**src/hw/rtl/mipd_pkg.sv**
```systemverilog
// Shared types, constants and register codes of the IR presence detector.
`default_nettype none
package mipd_pkg;

  localparam int unsigned CfgIdxW  = 3;
  localparam int unsigned CfgDataW = 16;
  localparam int unsigned DelayW   = 16;
  localparam int unsigned TxCntW   = 17;
  localparam int unsigned RxCntW   = 18;
  localparam int unsigned RxLimW   = 17;

  localparam int unsigned WindowSizeDef = 8;

  localparam logic [DelayW-1:0] TxDelayRst    = 16'd100;
  localparam logic [DelayW-1:0] RespDelayRst  = 16'd0;
  localparam logic              TxStartRst    = 1'b0;
  localparam logic              BeamBreakRst  = 1'b0;
  localparam logic              RxActHighRst  = 1'b1;

  typedef enum logic [CfgIdxW-1:0] {
    CFG_TX_DELAY       = 3'd0,
    CFG_RESPONSE_DELAY = 3'd1,
    CFG_TX_START_LEVEL = 3'd2,
    CFG_BEAM_BREAK     = 3'd3,
    CFG_RX_ACTIVE_HIGH = 3'd4
  } cfg_idx_e;

  typedef struct packed {
    logic [DelayW-1:0] tx_delay;
    logic [DelayW-1:0] response_delay;
    logic              tx_start_level;
    logic              beam_break_mode;
    logic              rx_active_high;
    logic              load_tx_level;
  } cfg_t;

  typedef struct packed {
    logic tx_drive;
    logic rx_sampled;
    logic activated;
    logic activate_event;
    logic deactivate_event;
  } res_t;

endpackage
`default_nettype wire

```
**src/hw/rtl/mipd_if.sv**
```systemverilog
// Valid/ready channel interfaces for tick words and result words.
`default_nettype none
interface mipd_in_if;
  logic valid;
  logic ready;
  logic rx_level;

  modport source (output valid, output rx_level, input ready);
  modport sink (input valid, input rx_level, output ready);
endinterface

interface mipd_out_if;
  logic valid;
  logic ready;
  logic tx_drive;
  logic rx_sampled;
  logic activated;
  logic activate_event;
  logic deactivate_event;

  modport source (output valid, output tx_drive, output rx_sampled, output activated,
                  output activate_event, output deactivate_event, input ready);
  modport sink (input valid, input tx_drive, input rx_sampled, input activated,
                input activate_event, input deactivate_event, output ready);
endinterface
`default_nettype wire

```
**src/hw/rtl/mipd_cfg.sv**
```systemverilog
// Configuration register file of the IR presence detector.
`default_nettype none
module mipd_cfg (
  input  wire logic                          clk_i,
  input  wire logic                          rst_ni,
  input  wire logic                          cfg_we_i,
  input  wire logic [mipd_pkg::CfgIdxW-1:0]  cfg_idx_i,
  input  wire logic [mipd_pkg::CfgDataW-1:0] cfg_data_i,
  output mipd_pkg::cfg_t                     cfg_o
);

  logic [mipd_pkg::DelayW-1:0] tx_delay_q;
  logic [mipd_pkg::DelayW-1:0] resp_delay_q;
  logic                        tx_start_q;
  logic                        beam_break_q;
  logic                        rx_act_high_q;
  logic                        load_tx;

  always_ff @(posedge clk_i or negedge rst_ni) begin
    if (!rst_ni) begin
      tx_delay_q    <= mipd_pkg::TxDelayRst;
      resp_delay_q  <= mipd_pkg::RespDelayRst;
      tx_start_q    <= mipd_pkg::TxStartRst;
      beam_break_q  <= mipd_pkg::BeamBreakRst;
      rx_act_high_q <= mipd_pkg::RxActHighRst;
    end else if (cfg_we_i) begin
      unique case (mipd_pkg::cfg_idx_e'(cfg_idx_i))
        mipd_pkg::CFG_TX_DELAY:       tx_delay_q    <= cfg_data_i[mipd_pkg::DelayW-1:0];
        mipd_pkg::CFG_RESPONSE_DELAY: resp_delay_q  <= cfg_data_i[mipd_pkg::DelayW-1:0];
        mipd_pkg::CFG_TX_START_LEVEL: tx_start_q    <= cfg_data_i[0];
        mipd_pkg::CFG_BEAM_BREAK:     beam_break_q  <= cfg_data_i[0];
        mipd_pkg::CFG_RX_ACTIVE_HIGH: rx_act_high_q <= cfg_data_i[0];
        default: ;
      endcase
    end
  end

  // A start-level write also presets the running transmitter level.
  assign load_tx = cfg_we_i &&
                   (mipd_pkg::cfg_idx_e'(cfg_idx_i) == mipd_pkg::CFG_TX_START_LEVEL);

  always_comb begin
    cfg_o.tx_delay        = tx_delay_q;
    cfg_o.response_delay  = resp_delay_q;
    cfg_o.tx_start_level  = load_tx ? cfg_data_i[0] : tx_start_q;
    cfg_o.beam_break_mode = beam_break_q;
    cfg_o.rx_active_high  = rx_act_high_q;
    cfg_o.load_tx_level   = load_tx;
  end

endmodule
`default_nettype wire

```
**src/hw/rtl/mipd_core.sv**
```systemverilog
// Tick datapath: toggle and sample timers, judgment, window and edge detect.
`default_nettype none
module mipd_core #(
  parameter int unsigned WindowSize = mipd_pkg::WindowSizeDef
) (
  input  wire logic           clk_i,
  input  wire logic           rst_ni,
  input  wire mipd_pkg::cfg_t cfg_i,
  input  wire logic           step_i,
  input  wire logic           rx_level_i,
  output mipd_pkg::res_t      res_o
);

  localparam int unsigned PosW = (WindowSize > 1) ? $clog2(WindowSize) : 1;
  localparam logic [PosW-1:0] PosLast = PosW'(WindowSize - 1);

  logic [mipd_pkg::TxCntW-1:0] tx_cnt_q, tx_cnt_d, tx_inc;
  logic [mipd_pkg::RxCntW-1:0] rx_cnt_q, rx_cnt_d, rx_inc;
  logic [mipd_pkg::RxLimW-1:0] rx_limit;
  logic                        tx_level_q, tx_level_d;
  logic                        rx_raw_q, rx_raw_d;
  logic [WindowSize-1:0]       win_q, win_d;
  logic [PosW-1:0]             pos_q, pos_d;
  logic                        active_q, active_d;
  logic                        tx_fire, rx_fire, corr, judge;

  always_comb begin
    tx_inc   = tx_cnt_q + 1'b1;
    rx_inc   = rx_cnt_q + 1'b1;
    rx_limit = {1'b0, cfg_i.tx_delay} + {1'b0, cfg_i.response_delay};
    tx_fire  = tx_inc > {1'b0, cfg_i.tx_delay};
    rx_fire  = rx_inc > {1'b0, rx_limit};

    tx_cnt_d   = tx_fire ? '0 : tx_inc;
    rx_cnt_d   = rx_fire ? '0 : rx_inc;
    tx_level_d = tx_level_q ^ tx_fire;
    rx_raw_d   = rx_fire ? rx_level_i : rx_raw_q;

    // Judge against the already updated transmitter level.
    corr = cfg_i.rx_active_high ? rx_level_i : ~rx_level_i;
    if (cfg_i.beam_break_mode) begin
      judge = ~tx_level_d | ~corr;
    end else begin
      judge = (corr == tx_level_d);
    end

    win_d = win_q;
    pos_d = pos_q;
    if (rx_fire) begin
      for (int i = 0; i < WindowSize; i++) begin
        if (pos_q == PosW'(i)) win_d[i] = judge;
      end
      pos_d = (pos_q == PosLast) ? '0 : pos_q + 1'b1;
    end

    active_d = &win_d;

    res_o.tx_drive         = tx_level_d;
    res_o.rx_sampled       = rx_raw_d;
    res_o.activated        = active_d;
    res_o.activate_event   = active_d & ~active_q;
    res_o.deactivate_event = ~active_d & active_q;
  end

  always_ff @(posedge clk_i or negedge rst_ni) begin
    if (!rst_ni) begin
      tx_cnt_q   <= '0;
      rx_cnt_q   <= '0;
      tx_level_q <= mipd_pkg::TxStartRst;
      rx_raw_q   <= 1'b0;
      win_q      <= '0;
      pos_q      <= '0;
      active_q   <= 1'b0;
    end else if (cfg_i.load_tx_level) begin
      tx_level_q <= cfg_i.tx_start_level;
    end else if (step_i) begin
      tx_cnt_q   <= tx_cnt_d;
      rx_cnt_q   <= rx_cnt_d;
      tx_level_q <= tx_level_d;
      rx_raw_q   <= rx_raw_d;
      win_q      <= win_d;
      pos_q      <= pos_d;
      active_q   <= active_d;
    end
  end

  // A window slot is written only on a receiver sample.
  a_win_only_on_sample: assert property (@(posedge clk_i) disable iff (!rst_ni)
    $past(!step_i) && !$past(cfg_i.load_tx_level) |-> $stable(win_q) && $stable(pos_q))
    else $error("window changed without a tick");

  a_pos_in_range: assert property (@(posedge clk_i) disable iff (!rst_ni)
    pos_q <= PosLast)
    else $error("window position out of range");

  a_active_matches_window: assert property (@(posedge clk_i) disable iff (!rst_ni)
    active_q == (&win_q))
    else $error("active flag disagrees with window");

endmodule
`default_nettype wire

```
**src/hw/rtl/modulated_ir_presence_detector_unit.sv**
```systemverilog
// Top level of the modulated IR presence detector.
//
//  channel | dir | word                                         | handshake
//  in_s    | in  | rx_level                                     | valid/ready
//  out_s   | out | tx_drive rx_sampled activated act/deact evts | valid/ready
//  cfg     | in  | cfg_we_i cfg_idx_i cfg_data_i                | write enable only
//
// One tick word per clock unless out_s stalls; result in the next cycle.
// The timers, judgment and window AND fit between the state registers and
// the single result register.
// Reset clears timers, window and flags and restores register defaults.
// When the result register is full and not taken, input ready drops.
`default_nettype none
module modulated_ir_presence_detector_unit #(
  parameter int unsigned WindowSize = mipd_pkg::WindowSizeDef
) (
  input  wire logic                          clk_i,
  input  wire logic                          rst_ni,
  mipd_in_if.sink                            in_s,
  mipd_out_if.source                         out_s,
  input  wire logic                          cfg_we_i,
  input  wire logic [mipd_pkg::CfgIdxW-1:0]  cfg_idx_i,
  input  wire logic [mipd_pkg::CfgDataW-1:0] cfg_data_i
);

  mipd_pkg::cfg_t cfg;
  mipd_pkg::res_t res, res_q;
  logic           out_valid_q;
  logic           accept;

  mipd_cfg u_cfg (
    .clk_i      (clk_i),
    .rst_ni     (rst_ni),
    .cfg_we_i   (cfg_we_i),
    .cfg_idx_i  (cfg_idx_i),
    .cfg_data_i (cfg_data_i),
    .cfg_o      (cfg)
  );

  mipd_core #(
    .WindowSize (WindowSize)
  ) u_core (
    .clk_i      (clk_i),
    .rst_ni     (rst_ni),
    .cfg_i      (cfg),
    .step_i     (accept),
    .rx_level_i (in_s.rx_level),
    .res_o      (res)
  );

  assign in_s.ready = ~out_valid_q | out_s.ready;
  assign accept     = in_s.valid & in_s.ready;

  always_ff @(posedge clk_i or negedge rst_ni) begin
    if (!rst_ni) begin
      out_valid_q <= 1'b0;
    end else if (accept) begin
      out_valid_q <= 1'b1;
    end else if (out_s.ready) begin
      out_valid_q <= 1'b0;
    end
  end

  // Payload needs no reset; load on every accepted word.
  always_ff @(posedge clk_i) begin
    if (accept) begin
      res_q <= res;
    end
  end

  assign out_s.valid            = out_valid_q;
  assign out_s.tx_drive         = res_q.tx_drive;
  assign out_s.rx_sampled       = res_q.rx_sampled;
  assign out_s.activated        = res_q.activated;
  assign out_s.activate_event   = res_q.activate_event;
  assign out_s.deactivate_event = res_q.deactivate_event;

  a_accept_fills: assert property (@(posedge clk_i) disable iff (!rst_ni)
    accept |=> out_valid_q)
    else $error("accepted word produced no result");

  a_rise_is_active: assert property (@(posedge clk_i) disable iff (!rst_ni)
    out_valid_q && res_q.activate_event |-> res_q.activated)
    else $error("activate event without activated state");

  a_fall_is_inactive: assert property (@(posedge clk_i) disable iff (!rst_ni)
    out_valid_q && res_q.deactivate_event |-> !res_q.activated)
    else $error("deactivate event with activated state");

endmodule
`default_nettype wire

```
**src/flat_wrapper.sv**
```systemverilog
// flat-port wrapper written by rule: the top's interface ports become plain ports
module modulated_ir_presence_detector_unit_flat 
#(
  parameter int unsigned WindowSize = mipd_pkg::WindowSizeDef
)
  (clk_i, rst_ni, cfg_we_i, cfg_idx_i, cfg_data_i, in_s_valid, in_s_rx_level, in_s_ready, out_s_valid, out_s_tx_drive, out_s_rx_sampled, out_s_activated, out_s_activate_event, out_s_deactivate_event, out_s_ready);
  mipd_in_if in_s_i ();
  mipd_out_if out_s_i ();
  input  wire logic clk_i;
  input  wire logic rst_ni;
  input  wire logic cfg_we_i;
  input  wire logic [mipd_pkg::CfgIdxW-1:0] cfg_idx_i;
  input  wire logic [mipd_pkg::CfgDataW-1:0] cfg_data_i;
  input wire logic [$bits(in_s_i.valid)-1:0] in_s_valid;
  input wire logic [$bits(in_s_i.rx_level)-1:0] in_s_rx_level;
  output wire logic [$bits(in_s_i.ready)-1:0] in_s_ready;
  output wire logic [$bits(out_s_i.valid)-1:0] out_s_valid;
  output wire logic [$bits(out_s_i.tx_drive)-1:0] out_s_tx_drive;
  output wire logic [$bits(out_s_i.rx_sampled)-1:0] out_s_rx_sampled;
  output wire logic [$bits(out_s_i.activated)-1:0] out_s_activated;
  output wire logic [$bits(out_s_i.activate_event)-1:0] out_s_activate_event;
  output wire logic [$bits(out_s_i.deactivate_event)-1:0] out_s_deactivate_event;
  input wire logic [$bits(out_s_i.ready)-1:0] out_s_ready;
  assign in_s_i.valid = in_s_valid;
  assign in_s_i.rx_level = in_s_rx_level;
  assign in_s_ready = in_s_i.ready;
  assign out_s_valid = out_s_i.valid;
  assign out_s_tx_drive = out_s_i.tx_drive;
  assign out_s_rx_sampled = out_s_i.rx_sampled;
  assign out_s_activated = out_s_i.activated;
  assign out_s_activate_event = out_s_i.activate_event;
  assign out_s_deactivate_event = out_s_i.deactivate_event;
  assign out_s_i.ready = out_s_ready;
  modulated_ir_presence_detector_unit #(.WindowSize(WindowSize)) u_core (.clk_i(clk_i), .rst_ni(rst_ni), .in_s(in_s_i), .out_s(out_s_i), .cfg_we_i(cfg_we_i), .cfg_idx_i(cfg_idx_i), .cfg_data_i(cfg_data_i));
endmodule
```
**config.mk**
```make
export PLATFORM = sky130hd
export DESIGN_NAME = modulated_ir_presence_detector_unit_flat
export DESIGN_NICKNAME = d
export VERILOG_FILES = /design/src/hw/rtl/mipd_pkg.sv /design/src/hw/rtl/mipd_if.sv /design/src/hw/rtl/mipd_cfg.sv /design/src/hw/rtl/mipd_core.sv /design/src/hw/rtl/modulated_ir_presence_detector_unit.sv /design/src/flat_wrapper.sv
export SDC_FILE = /design/constraint.sdc
export NUM_CORES = 1
export LEC_CHECK = 0
export BUFFER_PORTS_ARGS = -buffer_cell sky130_fd_sc_hd__buf_2
export CORE_MARGIN = 8
export CORE_UTILIZATION = 35
export CTS_CLUSTER_SIZE = 20
export DETAILED_ROUTE_END_ITERATION = 8
export PLACE_DENSITY = 0.49
export SLEW_MARGIN = 20
export SYNTH_ARGS = -nofsm -noshare
export SYNTH_HDL_FRONTEND = slang
export SYNTH_SLANG_ARGS = --single-unit
```
**constraint.sdc**
```tcl
create_clock -name clk_i -period 14.25 [get_ports clk_i]
set_input_delay 4.275 -clock clk_i [delete_from_list [all_inputs] [get_ports clk_i]]
set_output_delay 4.275 -clock clk_i [all_outputs]
set_load 0.005 [all_outputs]
```
==> impl_metrics.toml <==
[synthesis]
ys_types = 66
postSynthAreaPerCell_um2 = 9.69
synth_most_common_cell = "dfrtp_1"
synth_fp_nets = 702
synth_top_area_cell = "dfrtp_1"
ys_warn_count = 0
ys_top_cells_by_count = "dfrtp_1, nand2_1, ha_1, o21ai_0, nor2_1"
syn_area_um2 = 5990
synth-main-ff-cell = "dfrtp_1"
synth_top_area_share_pct = 33.4
yosysSeqAreaShare_pct = 37.7
ys_ff_latch = 89
async_flop_share_pct = 94.4
synth_edf_count = 5
ys_top_cells_by_area = "dfrtp_1, ha_1, mux2_2, nand2_1, xnor2_1"
syn_inst = 618

[min_path]
min_to = "u_core.u_core.rx_raw_q"
hold_class = "reg2reg"
whs_path_depth = 1
min-delay-start = "u_core.u_core.rx_raw_q"

[placement]
portBuffers = 31
dp_cells = 858
hpwl_um = 10500
gp_congestion = 0.841

[floorplan]
dieArea_um2 = 21600
chipHeight_um = 147
design.core.area_um2 = 17000
io_pins = 32
initial_core_util_pct = 35.2
rows = 48
fp.dieW_um = 147

[worst_setup_path]
r2r_slack_ns = 7.73
path_buf_inv = 2
critPathMostFrequentCell = "buf_2"
critPathLaunchType = "input pin"
worstPathArrival_ns = 4.66
cp_slowest_cell = "nand2b_1"
path_cells = "buf_2, nand2b_1, buf_2"
reg2reg_depth = 21
regToRegEndpoint = "u_core.out_s.deactivate_event"
r2r-start = "u_core.u_core.tx_cnt_q[0]"
required_ns = 9.97
worstSetupEndpointType = "output pin"
crit_fanout = 3
cp_top_family = "buffers and inverters"
slowest_delay_ns = 0.16
path_class = "in2out"

[clock_tree]
cts_setup_buffers = 0
cts_tree = "done"
hold_buffers = 0
clk_pin_slew_ns = 0.06
cts_buffer_depth = 2
cts_sinks = 89
clk_latency_ns = 0.35
cts_resized = 0
numCtsBuffers = 9
htreeDepth = 3
ctsRootBufferMaster = "clkbuf_16"

[global_routing]
grt_max_degree = 57
grt_pass1_wl_um = 23700
grt_overflow = 0
antenna_found_initial = 0
grt_usage_pct = 13.6
grt_pass1_vias = 4664

[power_and_ir_drop]
peakVddDrop_mv = 0.0580
leakagePower_nw = 3.07
p_total_mw = 0.874
power.density_nw_per_um2 = 131

[run]
maxCapViolCount = 0

[drt]
num_vias = 4654
postRouteAntennaNets = 0
routedWlPerCell_um = 16.3
via_per_inst = 5.32
drt_iter0_markers = 299
first_pass_iters = 5
drc = 0
totalWireLength_um = 14200

[finish]
nFillCells = 1687
drive_gt1_share_pct = 16.3
areaGrowthSynthToFinish_pct = 11.5
nNetsFinal = 728
antenna_cells = 0
layoutNonFillerInstCount = 874

[timing]
setup_tns_ns = 0
setup_viol = 0
fin_crit_sh_pct = 62.7
hold_viol_final = 0
grt_setup_unrepaired = "no"
slew_headroom_pct = 29.5
worst_pin_slew_ns = 1.03
timing.fmax_mhz = 112
slew_viol_final = 0
fin_crit_ns = 8.94
finClkSkew_ns = 0.00907

[status]
status = "complete, no violations"
## sequential cells by signal, summed over array words and instances, names as in the netlist
signal and count:
u_core.out_s.activate_event 1, u_core.out_s.activated 1, u_core.out_s.deactivate_event 1, u_core.out_s.rx_sampled 1, u_core.out_s.tx_drive 1, u_core.out_s.valid 1, u_core.u_cfg.beam_break_q 1, u_core.u_cfg.resp_delay_q 16
u_core.u_cfg.rx_act_high_q 1, u_core.u_cfg.tx_delay_q 16, u_core.u_core.active_q 1, u_core.u_core.pos_q 3, u_core.u_core.rx_cnt_q 18, u_core.u_core.rx_raw_q 1, u_core.u_core.tx_cnt_q 17, u_core.u_core.tx_level_q 1
u_core.u_core.win_q 8
## logic make-up after synthesis
kind of cell	synth area share, %
fa+ha+maj	12.4
mux	6.41
flops	37.7
buf+inv	3.49
simple gates	16.8
xor+xnor	7.00
compound gates	16.2
## layout make-up
type,instances,area (um^2),area share [%]
Multi-Input combinational cell,481,3530,52.9
Sequential cell,89,2260,33.8
Tap cell,225,282,4.22
Clock buffer,11,264,3.95
Timing Repair Buffer,39,218,3.26
Inverter,24,90.1,1.35
Clock inverter,5,35.0,0.525
## metal layers
metal  up-vias  track usage [%]  share of wire [%]
met2        89             22.3                 48
met3        17             2.86                3.7
met4         0             4.95                2.1
met5         -                0                  0
li1       2293                -                  -
met1      2255             17.5                 47
## stage by stage
stage / util (%) / hold slack, ns / instance area, um^2 / setup WS [ns]
after floorplan: - / 0.475 / 5990 / 5.55
after global placement: 37.5 / 0.486 / 6380 / 5.33
after detailed placement: 37.5 / 0.494 / 6380 / 5.31
after CTS: 39.3 / 0.509 / 6680 / 5.31
after global routing: 39.3 / 0.532 / 6680 / 5.28
final: 39.3 / 0.506 / 6680 / 5.31
## cell usage in the layout, fill, tap and decap left out, types with 4 or more instances in the layout
master	count
o21bai_1	4
and3_1	13
inv_1	24
buf_4	9
xnor2_1	26
xor2_1	20
nand4_1	11
o31ai_1	19
clkbuf_16	10
nand2_1	68
dfstp_2	4
o211ai_1	8
dfrtp_1	80
edfxtp_1	5
nand3_1	21
o21ai_0	42
nor3_1	10
a211oi_1	4
nor2_1	32
nor2b_1	10
mux2_2	31
a21o_1	4
a21oi_1	18
buf_2	30
nor4_1	4
and2_1	8
a22o_1	16
ha_1	58
## where the power goes
group	switching, mW	total (mW)	leakage, nW	internal [mW]
Combinational	0.176	0.309	1.80	0.133
Clock	0.107	0.242	0.147	0.134
Sequential	0.0322	0.323	1.12	0.291
Total	0.315	0.874	3.07	0.559
## worst reg2reg max path: cells and delay by family, from the launching register on
kind | cells | cell delay, ns
mux | 1 | 0.76
fa+ha+maj | 3 | 0.74
simple gates | 11 | 3.10
buf+inv | 1 | 0.22
xor+xnor | 2 | 0.53
compound gates | 3 | 0.49
flops | 1 | 0.44
## how the worst max path moves through the flow
stage           startpoint          to  slack, ns  cells after the start
3_3_place_gp   out_s_ready  in_s_ready       5.33                      3
6_report       out_s_ready  in_s_ready       5.31                      3
2_1_floorplan  out_s_ready  in_s_ready       5.55                      1
4_1_cts        out_s_ready  in_s_ready       5.31                      3
3_5_place_dp   out_s_ready  in_s_ready       5.31                      3
5_1_grt        out_s_ready  in_s_ready       5.28                      3
Power figures use the tool's default switching activity.
